File: src/hw/rtl/cbif_pkg.sv
`timescale 1ns / 1ps

package cbif_pkg;

  localparam int unsigned CW      = 17;
  localparam int unsigned LW      = 16;
  localparam int unsigned KW      = 9;
  localparam int unsigned PW      = 2 * CW;
  localparam int unsigned DW      = 36;
  localparam int unsigned QW      = 17;
  localparam int unsigned N_DIV   = 5;

  localparam logic [2:0] REG_CROP_LEFT   = 3'd0;
  localparam logic [2:0] REG_CROP_TOP    = 3'd1;
  localparam logic [2:0] REG_CROP_RIGHT  = 3'd2;
  localparam logic [2:0] REG_CROP_BOTTOM = 3'd3;
  localparam logic [2:0] REG_MIN_IOU     = 3'd4;

  localparam logic [2:0] OP_IOU    = 3'd0;
  localparam logic [2:0] OP_LEFT   = 3'd1;
  localparam logic [2:0] OP_TOP    = 3'd2;
  localparam logic [2:0] OP_RIGHT  = 3'd3;
  localparam logic [2:0] OP_BOTTOM = 3'd4;

  localparam logic [CW-1:0] ONE_Q16 = 17'h10000;

  typedef struct packed {
    logic [CW-1:0] left;
    logic [CW-1:0] top;
    logic [CW-1:0] right;
    logic [CW-1:0] bottom;
    logic [CW-1:0] thr;
  } cfg_t;

  typedef struct packed {
    logic [CW-1:0] iw;
    logic [CW-1:0] ih;
    logic [CW-1:0] bw;
    logic [CW-1:0] bh;
    logic [CW-1:0] cw;
    logic [CW-1:0] ch;
    logic [CW-1:0] off_l;
    logic [CW-1:0] off_t;
    logic [CW-1:0] off_r;
    logic [CW-1:0] off_b;
    logic          kept;
    logic [LW-1:0] label;
    logic          last;
  } job_t;

  typedef struct packed {
    logic          start;
    logic [DW-1:0] num;
    logic [DW-1:0] den;
  } div_req_t;

  typedef struct packed {
    logic          done;
    logic [QW-1:0] quo;
  } div_rsp_t;

  typedef struct packed {
    logic [CW-1:0] iou_value;
    logic          iou_pass;
    logic          center_inside;
    logic [CW-1:0] norm_left;
    logic [CW-1:0] norm_top;
    logic [CW-1:0] norm_right;
    logic [CW-1:0] norm_bottom;
    logic [LW-1:0] class_id;
    logic          set_all_pass;
    logic [KW-1:0] set_kept_count;
    logic          result_last;
  } res_t;

  function automatic logic [CW-1:0] span(input logic [CW-1:0] lo, input logic [CW-1:0] hi);
    span = (hi > lo) ? (hi - lo) : '0;
  endfunction

  function automatic logic [CW-1:0] umax(input logic [CW-1:0] a, input logic [CW-1:0] b);
    umax = (a > b) ? a : b;
  endfunction

  function automatic logic [CW-1:0] umin(input logic [CW-1:0] a, input logic [CW-1:0] b);
    umin = (a < b) ? a : b;
  endfunction

  // offset of v clamped into [lo, hi], relative to lo
  function automatic logic [CW-1:0] clamp_off(input logic [CW-1:0] v,
                                              input logic [CW-1:0] lo,
                                              input logic [CW-1:0] hi);
    logic [CW-1:0] c;
    c = v;
    if (c < lo) c = lo;
    if (c > hi) c = hi;
    clamp_off = c - lo;
  endfunction

endpackage

File: src/hw/rtl/crop_box_iou_filter_top.sv
`timescale 1ns / 1ps

// channel   ports          accepted when
// in        in_*           in_valid && !in_stall
// out       out_*          out_valid && !out_stall
// cfg       cfg_*          cfg_we
//
// A box holds the back end through its area products and divisions; none to all
// of the divisions run (IoU and the left, top, right and bottom edges), each on
// the shared serial divider, and the areas are formed on one shared multiplier.
// Synchronous active-low reset clears control, the set flag and count.
// A two-beat queue parts intake from the divider; in_stall only when it is full.

module crop_box_iou_filter_top #(
  parameter int unsigned MAX_BOXES = 256
) (
  input  logic        clk,
  input  logic        rst_n,
  input  logic        in_valid,
  output logic        in_stall,
  input  logic [16:0] in_box_left,
  input  logic [16:0] in_box_top,
  input  logic [16:0] in_box_right,
  input  logic [16:0] in_box_bottom,
  input  logic [15:0] in_box_label,
  input  logic        in_set_last,
  output logic        out_valid,
  input  logic        out_stall,
  output logic [16:0] out_iou_value,
  output logic        out_iou_pass,
  output logic        out_center_inside,
  output logic [16:0] out_norm_left,
  output logic [16:0] out_norm_top,
  output logic [16:0] out_norm_right,
  output logic [16:0] out_norm_bottom,
  output logic [15:0] out_class_id,
  output logic        out_set_all_pass,
  output logic [8:0]  out_set_kept_count,
  output logic        out_result_last,
  input  logic        cfg_we,
  input  logic [2:0]  cfg_index,
  input  logic [16:0] cfg_data
);

  cbif_pkg::cfg_t     cfg_r;
  cbif_pkg::job_t     fr_job, head_job;
  logic               q_full, head_valid, pop;
  cbif_pkg::div_req_t div_req;
  cbif_pkg::div_rsp_t div_rsp;
  cbif_pkg::res_t     res;

  always_ff @(posedge clk) begin
    if (!rst_n) begin
      cfg_r.left   <= '0;
      cfg_r.top    <= '0;
      cfg_r.right  <= cbif_pkg::ONE_Q16;
      cfg_r.bottom <= cbif_pkg::ONE_Q16;
      cfg_r.thr    <= '0;
    end else if (cfg_we) begin
      unique case (cfg_index)
        cbif_pkg::REG_CROP_LEFT:   cfg_r.left   <= cfg_data;
        cbif_pkg::REG_CROP_TOP:    cfg_r.top    <= cfg_data;
        cbif_pkg::REG_CROP_RIGHT:  cfg_r.right  <= cfg_data;
        cbif_pkg::REG_CROP_BOTTOM: cfg_r.bottom <= cfg_data;
        cbif_pkg::REG_MIN_IOU:     cfg_r.thr    <= cfg_data;
        default: ;
      endcase
    end
  end

  cbif_front u_front (
    .cfg        (cfg_r),
    .box_left   (in_box_left),
    .box_top    (in_box_top),
    .box_right  (in_box_right),
    .box_bottom (in_box_bottom),
    .box_label  (in_box_label),
    .set_last   (in_set_last),
    .job        (fr_job)
  );

  cbif_queue u_queue (
    .clk        (clk),
    .rst_n      (rst_n),
    .push       (in_valid),
    .push_job   (fr_job),
    .full       (q_full),
    .pop        (pop),
    .head_valid (head_valid),
    .head_job   (head_job)
  );

  assign in_stall = q_full;

  cbif_div u_div (
    .clk   (clk),
    .rst_n (rst_n),
    .req   (div_req),
    .rsp   (div_rsp)
  );

  cbif_back #(.MAX_BOXES(MAX_BOXES)) u_back (
    .clk        (clk),
    .rst_n      (rst_n),
    .head_valid (head_valid),
    .head_job   (head_job),
    .pop        (pop),
    .thr        (cfg_r.thr),
    .div_req    (div_req),
    .div_rsp    (div_rsp),
    .out_valid  (out_valid),
    .out_stall  (out_stall),
    .res        (res)
  );

  assign out_iou_value      = res.iou_value;
  assign out_iou_pass       = res.iou_pass;
  assign out_center_inside  = res.center_inside;
  assign out_norm_left      = res.norm_left;
  assign out_norm_top       = res.norm_top;
  assign out_norm_right     = res.norm_right;
  assign out_norm_bottom    = res.norm_bottom;
  assign out_class_id       = res.class_id;
  assign out_set_all_pass   = res.set_all_pass;
  assign out_set_kept_count = res.set_kept_count;
  assign out_result_last    = res.result_last;

  a_not_kept_zero: assert property (@(posedge clk) disable iff (!rst_n)
    (out_valid && !out_center_inside) |->
      (out_norm_left == '0 && out_norm_top == '0 &&
       out_norm_right == '0 && out_norm_bottom == '0))
    else $error("dropped box carries non-zero edges");

  a_set_fields: assert property (@(posedge clk) disable iff (!rst_n)
    (out_valid && !out_result_last) |->
      (!out_set_all_pass && out_set_kept_count == '0))
    else $error("set summary outside a last beat");

  a_pass_iou: assert property (@(posedge clk) disable iff (!rst_n)
    (out_valid && out_iou_pass) |-> (out_iou_value != '0))
    else $error("pass with zero IoU");

endmodule

File: src/hw/rtl/cbif_front.sv
`timescale 1ns / 1ps

module cbif_front (
  input  cbif_pkg::cfg_t              cfg,
  input  logic [cbif_pkg::CW-1:0]     box_left,
  input  logic [cbif_pkg::CW-1:0]     box_top,
  input  logic [cbif_pkg::CW-1:0]     box_right,
  input  logic [cbif_pkg::CW-1:0]     box_bottom,
  input  logic [cbif_pkg::LW-1:0]     box_label,
  input  logic                        set_last,
  output cbif_pkg::job_t              job
);

  logic [cbif_pkg::CW:0] xs, ys, cl2, cr2, ct2, cb2;
  logic                  kept;

  always_comb begin
    xs   = {1'b0, box_left} + {1'b0, box_right};
    ys   = {1'b0, box_top} + {1'b0, box_bottom};
    cl2  = {cfg.left, 1'b0};
    cr2  = {cfg.right, 1'b0};
    ct2  = {cfg.top, 1'b0};
    cb2  = {cfg.bottom, 1'b0};
    kept = (xs > cl2) && (xs < cr2) && (ys > ct2) && (ys < cb2);

    job.iw    = cbif_pkg::span(cbif_pkg::umax(box_left, cfg.left),
                               cbif_pkg::umin(box_right, cfg.right));
    job.ih    = cbif_pkg::span(cbif_pkg::umax(box_top, cfg.top),
                               cbif_pkg::umin(box_bottom, cfg.bottom));
    job.bw    = cbif_pkg::span(box_left, box_right);
    job.bh    = cbif_pkg::span(box_top, box_bottom);
    job.cw    = cbif_pkg::span(cfg.left, cfg.right);
    job.ch    = cbif_pkg::span(cfg.top, cfg.bottom);
    job.off_l = cbif_pkg::clamp_off(box_left, cfg.left, cfg.right);
    job.off_t = cbif_pkg::clamp_off(box_top, cfg.top, cfg.bottom);
    job.off_r = cbif_pkg::clamp_off(box_right, cfg.left, cfg.right);
    job.off_b = cbif_pkg::clamp_off(box_bottom, cfg.top, cfg.bottom);
    job.kept  = kept;
    job.label = box_label;
    job.last  = set_last;
  end

endmodule

File: src/hw/rtl/cbif_queue.sv
`timescale 1ns / 1ps

module cbif_queue (
  input  logic           clk,
  input  logic           rst_n,
  input  logic           push,
  input  cbif_pkg::job_t push_job,
  output logic           full,
  input  logic           pop,
  output logic           head_valid,
  output cbif_pkg::job_t head_job
);

  cbif_pkg::job_t ent_r [2];
  logic           wp_r, rp_r;
  logic [1:0]     cnt_r;
  logic           do_push, do_pop;

  assign full       = (cnt_r == 2'd2);
  assign head_valid = (cnt_r != 2'd0);
  assign head_job   = ent_r[rp_r];
  assign do_push    = push && !full;
  assign do_pop     = pop && head_valid;

  always_ff @(posedge clk) begin
    if (do_push) ent_r[wp_r] <= push_job;
  end

  always_ff @(posedge clk) begin
    if (!rst_n) begin
      wp_r  <= 1'b0;
      rp_r  <= 1'b0;
      cnt_r <= 2'd0;
    end else begin
      if (do_push) wp_r <= ~wp_r;
      if (do_pop)  rp_r <= ~rp_r;
      case ({do_push, do_pop})
        2'b10:   cnt_r <= cnt_r + 2'd1;
        2'b01:   cnt_r <= cnt_r - 2'd1;
        default: cnt_r <= cnt_r;
      endcase
    end
  end

endmodule

File: src/hw/rtl/cbif_div.sv
`timescale 1ns / 1ps

// restoring divider, quotient of num*2^16/den with num <= den
module cbif_div (
  input  logic               clk,
  input  logic               rst_n,
  input  cbif_pkg::div_req_t req,
  output cbif_pkg::div_rsp_t rsp
);

  logic                   busy_r, done_r;
  logic [4:0]             cnt_r;
  logic [cbif_pkg::DW:0]  rem_r;
  logic [cbif_pkg::DW-1:0] den_r;
  logic [cbif_pkg::QW-1:0] q_r;
  logic                   ge;
  logic [cbif_pkg::DW:0]  rem_sub;

  assign ge      = rem_r >= {1'b0, den_r};
  assign rem_sub = ge ? (rem_r - {1'b0, den_r}) : rem_r;
  assign rsp.done = done_r;
  assign rsp.quo  = q_r;

  always_ff @(posedge clk) begin
    if (req.start) begin
      rem_r <= {1'b0, req.num};
      den_r <= req.den;
    end else if (busy_r) begin
      rem_r <= {rem_sub[cbif_pkg::DW-1:0], 1'b0};
      q_r   <= {q_r[cbif_pkg::QW-2:0], ge};
    end
  end

  always_ff @(posedge clk) begin
    if (!rst_n) begin
      busy_r <= 1'b0;
      done_r <= 1'b0;
      cnt_r  <= '0;
    end else begin
      done_r <= 1'b0;
      if (req.start) begin
        busy_r <= 1'b1;
        cnt_r  <= '0;
      end else if (busy_r) begin
        cnt_r <= cnt_r + 5'd1;
        if (cnt_r == 5'(cbif_pkg::QW - 1)) begin
          busy_r <= 1'b0;
          done_r <= 1'b1;
        end
      end
    end
  end

endmodule

File: src/hw/rtl/cbif_back.sv
`timescale 1ns / 1ps

module cbif_back #(
  parameter int unsigned MAX_BOXES = 256
) (
  input  logic                     clk,
  input  logic                     rst_n,
  input  logic                     head_valid,
  input  cbif_pkg::job_t           head_job,
  output logic                     pop,
  input  logic [cbif_pkg::CW-1:0]  thr,
  output cbif_pkg::div_req_t       div_req,
  input  cbif_pkg::div_rsp_t       div_rsp,
  output logic                     out_valid,
  input  logic                     out_stall,
  output cbif_pkg::res_t           res
);

  localparam int unsigned KEEP_CAP = (MAX_BOXES < 511) ? MAX_BOXES : 511;

  typedef enum logic [4:0] {
    ST_IDLE = 5'b00001,
    ST_MUL  = 5'b00010,
    ST_UNI  = 5'b00100,
    ST_DIV  = 5'b01000,
    ST_DONE = 5'b10000
  } st_t;

  st_t                     st_r;
  logic [1:0]              mc_r;
  logic [2:0]              op_r;
  logic                    wait_r;
  logic [cbif_pkg::PW-1:0] inter_r, a1_r, a2_r;
  logic [cbif_pkg::DW-1:0] uni_r;
  logic [cbif_pkg::CW-1:0] q_r [cbif_pkg::N_DIV];
  logic [cbif_pkg::CW-1:0] ma, mb;
  logic [cbif_pkg::PW-1:0] prod;
  logic [cbif_pkg::DW-1:0] dnum, dden;
  logic                    skip;
  logic                    fail_r;
  logic [cbif_pkg::KW-1:0] kept_r;
  logic                    out_valid_r;
  cbif_pkg::res_t          res_r;
  logic                    load;
  logic                    pass, fail_nxt;
  logic [cbif_pkg::KW-1:0] kept_nxt;

  always_comb begin
    case (mc_r)
      2'd0:    begin ma = head_job.iw; mb = head_job.ih; end
      2'd1:    begin ma = head_job.bw; mb = head_job.bh; end
      default: begin ma = head_job.cw; mb = head_job.ch; end
    endcase
    prod = ma * mb;
  end

  always_comb begin
    unique case (op_r)
      cbif_pkg::OP_IOU: begin
        dnum = {{(cbif_pkg::DW-cbif_pkg::PW){1'b0}}, inter_r};
        dden = uni_r;
      end
      cbif_pkg::OP_LEFT: begin
        dnum = {{(cbif_pkg::DW-cbif_pkg::CW){1'b0}}, head_job.off_l};
        dden = {{(cbif_pkg::DW-cbif_pkg::CW){1'b0}}, head_job.cw};
      end
      cbif_pkg::OP_TOP: begin
        dnum = {{(cbif_pkg::DW-cbif_pkg::CW){1'b0}}, head_job.off_t};
        dden = {{(cbif_pkg::DW-cbif_pkg::CW){1'b0}}, head_job.ch};
      end
      cbif_pkg::OP_RIGHT: begin
        dnum = {{(cbif_pkg::DW-cbif_pkg::CW){1'b0}}, head_job.off_r};
        dden = {{(cbif_pkg::DW-cbif_pkg::CW){1'b0}}, head_job.cw};
      end
      default: begin
        dnum = {{(cbif_pkg::DW-cbif_pkg::CW){1'b0}}, head_job.off_b};
        dden = {{(cbif_pkg::DW-cbif_pkg::CW){1'b0}}, head_job.ch};
      end
    endcase
    skip = (dden == '0) || ((op_r != cbif_pkg::OP_IOU) && !head_job.kept);
  end

  assign div_req.start = (st_r == ST_DIV) && !wait_r && !skip;
  assign div_req.num   = dnum;
  assign div_req.den   = dden;

  always_comb begin
    pass     = q_r[cbif_pkg::OP_IOU] > thr;
    fail_nxt = fail_r || !pass;
    kept_nxt = (head_job.kept && (kept_r < cbif_pkg::KW'(KEEP_CAP))) ?
               kept_r + cbif_pkg::KW'(1) : kept_r;
    load     = (st_r == ST_DONE) && (!out_valid_r || !out_stall);
  end

  assign pop       = load;
  assign out_valid = out_valid_r;
  assign res       = res_r;

  always_ff @(posedge clk) begin
    if (st_r == ST_MUL) begin
      case (mc_r)
        2'd0:    inter_r <= prod;
        2'd1:    a1_r    <= prod;
        default: a2_r    <= prod;
      endcase
    end
    if (st_r == ST_UNI) begin
      uni_r <= {2'b0, a1_r} + {2'b0, a2_r} - {2'b0, inter_r};
    end
    if (st_r == ST_DIV) begin
      if (!wait_r && skip) q_r[op_r] <= '0;
      else if (wait_r && div_rsp.done) q_r[op_r] <= div_rsp.quo;
    end
    if (load) begin
      res_r.iou_value      <= q_r[cbif_pkg::OP_IOU];
      res_r.iou_pass       <= pass;
      res_r.center_inside  <= head_job.kept;
      res_r.norm_left      <= q_r[cbif_pkg::OP_LEFT];
      res_r.norm_top       <= q_r[cbif_pkg::OP_TOP];
      res_r.norm_right     <= q_r[cbif_pkg::OP_RIGHT];
      res_r.norm_bottom    <= q_r[cbif_pkg::OP_BOTTOM];
      res_r.class_id       <= head_job.label;
      res_r.set_all_pass   <= head_job.last && !fail_nxt;
      res_r.set_kept_count <= head_job.last ? kept_nxt : '0;
      res_r.result_last    <= head_job.last;
    end
  end

  always_ff @(posedge clk) begin
    if (!rst_n) begin
      st_r        <= ST_IDLE;
      mc_r        <= 2'd0;
      op_r        <= cbif_pkg::OP_IOU;
      wait_r      <= 1'b0;
      fail_r      <= 1'b0;
      kept_r      <= '0;
      out_valid_r <= 1'b0;
    end else begin
      if (load) out_valid_r <= 1'b1;
      else if (out_valid_r && !out_stall) out_valid_r <= 1'b0;
      unique case (st_r)
        ST_IDLE: begin
          mc_r <= 2'd0;
          if (head_valid) st_r <= ST_MUL;
        end
        ST_MUL: begin
          mc_r <= mc_r + 2'd1;
          if (mc_r == 2'd2) st_r <= ST_UNI;
        end
        ST_UNI: begin
          op_r   <= cbif_pkg::OP_IOU;
          wait_r <= 1'b0;
          st_r   <= ST_DIV;
        end
        ST_DIV: begin
          if ((!wait_r && skip) || (wait_r && div_rsp.done)) begin
            wait_r <= 1'b0;
            if (op_r == cbif_pkg::OP_BOTTOM) st_r <= ST_DONE;
            else op_r <= op_r + 3'd1;
          end else if (!wait_r) begin
            wait_r <= 1'b1;
          end
        end
        ST_DONE: begin
          if (load) begin
            fail_r <= head_job.last ? 1'b0 : fail_nxt;
            kept_r <= head_job.last ? '0 : kept_nxt;
            st_r   <= ST_IDLE;
          end
        end
        default: st_r <= ST_IDLE;
      endcase
    end
  end

endmodule
File: config.mk
export PLATFORM = sky130hd
export DESIGN_NAME = crop_box_iou_filter_top
export DESIGN_NICKNAME = d
export VERILOG_FILES = /design/src/hw/rtl/cbif_pkg.sv /design/src/hw/rtl/crop_box_iou_filter_top.sv /design/src/hw/rtl/cbif_front.sv /design/src/hw/rtl/cbif_queue.sv /design/src/hw/rtl/cbif_div.sv /design/src/hw/rtl/cbif_back.sv
export SDC_FILE = /design/constraint.sdc
export NUM_CORES = 2
export LEC_CHECK = 0
export BUFFER_PORTS_ARGS = -buffer_cell sky130_fd_sc_hd__buf_2
export CELL_PAD_IN_SITES_DETAIL_PLACEMENT = 1
export CELL_PAD_IN_SITES_GLOBAL_PLACEMENT = 1
export CORE_MARGIN = 2
export CORE_UTILIZATION = 55
export DETAILED_ROUTE_END_ITERATION = 6
export GPL_ROUTABILITY_DRIVEN = 0
export PLACE_DENSITY_LB_ADDON = 0.08
export SYNTH_ARGS = -nofsm -noshare
export SYNTH_HDL_FRONTEND = slang
export SYNTH_SLANG_ARGS = --single-unit
File: constraint.sdc
create_clock -name clk -period 26.8 [get_ports clk]
set_input_delay 2.68 -clock clk [delete_from_list [all_inputs] [get_ports clk]]
set_output_delay 2.68 -clock clk [all_outputs]
set_load 0.01 [all_outputs]
==> run summary <==
====================================================================================
Routed Antenna Nets ...................................................            0
Wire length the detailed router placed on met1 ........................     89600 um
Maximum net fanout on the critical path ...............................           35
GRT overflow ..........................................................            0
Layout Nets ...........................................................         7462
Setup Total Neg Slack .................................................         0 ns
Relative slew margins .................................................        0.134
Predominant post-synthesis flop cell .................................. sky130_fd_sc_hd__edfxtp_1
Wire length of the first global-routing pass ..........................    339000 um
Number of global-route vias before repair .............................        54.0k
Data arrival, critical path ...........................................     10.01 ns
Dpl cell area .........................................................   0.0674 mm2
Setup violation total in the final timing report ......................            0
Core box area .........................................................    0.116 mm2
Clock latency on the worst-skew pair ..................................      0.74 ns
# clock sinks .........................................................          922
Reg2reg path depth ....................................................           24
RSZ-0062 raised after global routing ..................................        false
Die X .................................................................       347 um
Number of failing hold endpoints at the final stage ...................            0
Final core utilization ................................................        0.607
Wire per inst .........................................................      28.1 um
R2R setup slack .......................................................     17.26 ns
Terminus of the critical flop-to-flop path ............................ u_back.inter_r[25]
Crit. Startpoint ...................................................... in_box_right[1]
Count of flip-flops with a built-in enable after synthesis ............          802
Cts-stage hold buffer count ...........................................            0
Yosys warning total ...................................................            0
Cell depth of the worst hold path .....................................            0
DIE AREA ..............................................................    0.120 mm2
Final routed DRC violation total ......................................            0
I/O pin cnt ...........................................................          226
Reported max-cap violation count ......................................            0
Wire length on met2 ...................................................    104000 um
Final routed wirelength across all metal layers .......................    226000 um
Min-delay src ......................................................... u_back.q_r[3][9]
Area added between synthesis and finish ...............................        9.43%
Max-slew violation total from the final report ........................            0
Number of cells produced by synthesis .................................         6240
Initial antenna violation count .......................................            5
Clock root buffer ..................................................... sky130_fd_sc_hd__clkbuf_16
CTS tree ..............................................................         done
Final instance area ...................................................   0.0706 mm2
Share of the yosys chip area belonging to registers ...................        0.410
Violation count after the first detailed-route iteration ..............         4951
Max Clk Rate ..........................................................    0.105 GHz
Worst-case setup margin in the final layout ...........................     17.24 ns
Initial Utilization ...................................................        0.555
Maximum number of buffers from clock root to sink .....................            3
Period utilisation layout .............................................        0.357
Estimated wirelength of the detail-placed design ......................    175000 um
Hold Crit Class .......................................................   reg -> reg
Met3 Wirelength .......................................................     18500 um
Number of buffers inserted by port buffering ..........................          225
Share of flip-flops with an asynchronous set or reset after synthesis .            0
Share of cells above drive strength 1 .................................        0.104
Outcome ............................................................... complete, no violations
DIE HEIGHT ............................................................       347 um
Classification of the worst setup path ................................    in -> reg
Top Layer Used ........................................................         met5
Vias after detailed routing ...........................................        51.3k
Setup Slack @ Placement ...............................................     16.67 ns
Number of vias per cell ...............................................         6.37
Clock skew ............................................................    0.0967 ns
First-pass iteration count of the detailed router .....................            5
Kind of capture point of the worst setup path .........................    flip-flop
Measured slew at the worst slew-check pin .............................      1.30 ns
Crit path required time ...............................................     27.25 ns
Period minus WS final .................................................      9.56 ns
Standard-cell row count ...............................................          125
GRT Total Usage .......................................................        0.373
Distinct cells, synth .................................................           80
Number of clock buffers inserted by TritonCTS .........................           97
Largest net degree at the start of global routing .....................          159
Syn_nets ..............................................................         7262
Startpoint type of the worst setup path ...............................   input port
Post-CTS sizing .......................................................            0
Clock slew at reported path FFs .......................................      0.06 ns
Post-Syn Area per Cell ................................................     10.3 um2
Yosys reg bits ........................................................          922
Number of H-tree branching levels .....................................            3
Mapped cell area ......................................................   0.0646 mm2
Sink of the worst hold path ........................................... out_norm_right[9]
Buffers inserted by post-CTS timing repair ............................            0
====================================================================================
[worst max path at each step]
stage	slack [ns]	to
floorplan	15.49	u_queue.ent_r[0][0]
global placement	17.07	u_queue.ent_r[0][34]
detailed placement	16.67	u_queue.ent_r[0][48]
CTS	17.38	u_queue.ent_r[0][48]
global route	16.68	u_queue.ent_r[0][48]
finish	17.24	u_queue.ent_r[0][48]
[worst max-delay path, stage by stage]
cell	delay, ns
sky130_fd_sc_hd__buf_2	0.17
sky130_fd_sc_hd__ha_1	0.30
sky130_fd_sc_hd__a21o_1	0.10
sky130_fd_sc_hd__a21o_1	0.10
sky130_fd_sc_hd__a211oi_1	0.06
sky130_fd_sc_hd__o21ai_0	0.17
sky130_fd_sc_hd__a31oi_1	0.16
sky130_fd_sc_hd__o31ai_4	1.02
sky130_fd_sc_hd__o21ai_0	0.27
sky130_fd_sc_hd__ha_1	0.37
sky130_fd_sc_hd__a21o_1	0.17
sky130_fd_sc_hd__a21o_1	0.17
sky130_fd_sc_hd__a21oi_1	0.21
sky130_fd_sc_hd__nor2_1	0.09
sky130_fd_sc_hd__a31oi_1	0.15
sky130_fd_sc_hd__a22o_1	0.75
sky130_fd_sc_hd__mux2_2	0.45
sky130_fd_sc_hd__ha_1	0.29
sky130_fd_sc_hd__nor2b_1	0.13
sky130_fd_sc_hd__o21ai_0	0.12
sky130_fd_sc_hd__a21boi_0	0.32
sky130_fd_sc_hd__o21ai_0	0.18
sky130_fd_sc_hd__a21oi_1	0.23
sky130_fd_sc_hd__nand4_1	0.17
sky130_fd_sc_hd__a31oi_1	0.36
sky130_fd_sc_hd__and2_1	0.21
sky130_fd_sc_hd__o21ai_0	0.11
sky130_fd_sc_hd__a221oi_1	0.46
[routing by layer]
metal	vias up	track usage
met5	-	0
met4	6	0.193
li1	22600	-
met2	2418	0.606
met3	642	0.0648
met1	25600	0.480
[flip-flops by register name (all words and copies together) (netlist names), 29 cells and up, named ones only]
name / count
u_back.a2_r: 34
u_queue.ent_r: 376
u_back.res: 29
u_div.rem_r: 37
cfg_r: 85
u_div.den_r: 36
u_back.uni_r: 36
u_back.inter_r: 34
u_back.q_r: 85
u_back.a1_r: 34
[cells in the mapped netlist, types with 13 or more instances]
master / instances / area share
sky130_fd_sc_hd__inv_1: 605 / 0.035
sky130_fd_sc_hd__a221o_1: 33 / 0.0051
sky130_fd_sc_hd__nor4_1: 27 / 0.0026
sky130_fd_sc_hd__buf_2: 25 / 0.0019
sky130_fd_sc_hd__o21ai_0: 227 / 0.018
sky130_fd_sc_hd__a211oi_1: 38 / 0.0044
sky130_fd_sc_hd__and3_1: 38 / 0.0037
sky130_fd_sc_hd__mux2i_1: 78 / 0.012
sky130_fd_sc_hd__o221ai_1: 16 / 0.0022
sky130_fd_sc_hd__a21o_1: 173 / 0.020
sky130_fd_sc_hd__o211ai_1: 30 / 0.0035
sky130_fd_sc_hd__o31ai_1: 21 / 0.0024
sky130_fd_sc_hd__nand4_1: 62 / 0.0060
sky130_fd_sc_hd__nor3_1: 89 / 0.0069
sky130_fd_sc_hd__nor2b_1: 76 / 0.0074
sky130_fd_sc_hd__xnor2_1: 190 / 0.026
sky130_fd_sc_hd__mux2_2: 194 / 0.034
sky130_fd_sc_hd__fa_1: 239 / 0.074
sky130_fd_sc_hd__nor2_1: 544 / 0.032
sky130_fd_sc_hd__o21bai_1: 42 / 0.0049
sky130_fd_sc_hd__and2_1: 80 / 0.0078
sky130_fd_sc_hd__ha_1: 673 / 0.13
sky130_fd_sc_hd__nand3_1: 72 / 0.0056
sky130_fd_sc_hd__a221oi_1: 39 / 0.0053
sky130_fd_sc_hd__a22o_1: 13 / 0.0018
sky130_fd_sc_hd__a21oi_1: 511 / 0.040
sky130_fd_sc_hd__or3_1: 15 / 0.0015
sky130_fd_sc_hd__xor2_1: 93 / 0.013
sky130_fd_sc_hd__edfxtp_1: 802 / 0.37
sky130_fd_sc_hd__nand2b_1: 52 / 0.0050
sky130_fd_sc_hd__o21a_1: 65 / 0.0076
sky130_fd_sc_hd__nand2_1: 567 / 0.033
sky130_fd_sc_hd__a21boi_0: 16 / 0.0019
sky130_fd_sc_hd__dfxtp_1: 120 / 0.037
sky130_fd_sc_hd__a22oi_1: 24 / 0.0028
sky130_fd_sc_hd__a31oi_1: 31 / 0.0030
sky130_fd_sc_hd__clkbuf_1: 147 / 0.0085
[metrics by stage]
stage | hold WS, ns | instances
4_1_cts | 0.419 | 8042
2_1_floorplan | 0.400 | 6240
3_3_place_gp | 0.401 | 7865
5_1_grt | 0.420 | 8042
3_5_place_dp | 0.406 | 7865
6_report | 0.418 | 8044
[kinds of logic (layout without fill, tap and decap cells)]
logic type | after synthesis | count (layout) | share of synthesized area
other | 0 | 2 | 0
buffers and inverters | 796 | 1074 | 0.0472
adders and majority gates | 912 | 912 | 0.205
xor gates and xnor gates | 283 | 283 | 0.0384
DFF | 922 | 922 | 0.410
muxes | 272 | 272 | 0.0459
and+or+nand+nor | 1677 | 1677 | 0.118
AOI/OAI and AO/OA | 1378 | 1378 | 0.136
[cell type report]
cell class / instances / area (um2)
antenna: 2 / 5.00
clock buffer: 122 / 2580
clock inverter: 55 / 611
fill: 12600 / 45700
inverter: 606 / 2280
multi-input combinational: 4522 / 35100
sequential: 922 / 26500
tap: 1524 / 1910
timing repair buffer: 291 / 1630
[cell usage in the layout, fill, tap and decap left out, types with 119 or more instances in the layout]
cell / synthesis / final
sky130_fd_sc_hd__a21o_1: 173 / 173
sky130_fd_sc_hd__a21oi_1: 511 / 509
sky130_fd_sc_hd__buf_2: 25 / 225
sky130_fd_sc_hd__dfxtp_1: 120 / 119
sky130_fd_sc_hd__edfxtp_1: 802 / 802
sky130_fd_sc_hd__fa_1: 239 / 239
sky130_fd_sc_hd__ha_1: 673 / 671
sky130_fd_sc_hd__inv_1: 605 / 604
sky130_fd_sc_hd__mux2_2: 194 / 194
sky130_fd_sc_hd__nand2_1: 567 / 567
sky130_fd_sc_hd__nor2_1: 544 / 541
sky130_fd_sc_hd__o21ai_0: 227 / 226
sky130_fd_sc_hd__xnor2_1: 190 / 190
Power is not shown: default switching activity piles up to over one toggle a cycle in this logic, so the estimate is an artifact.
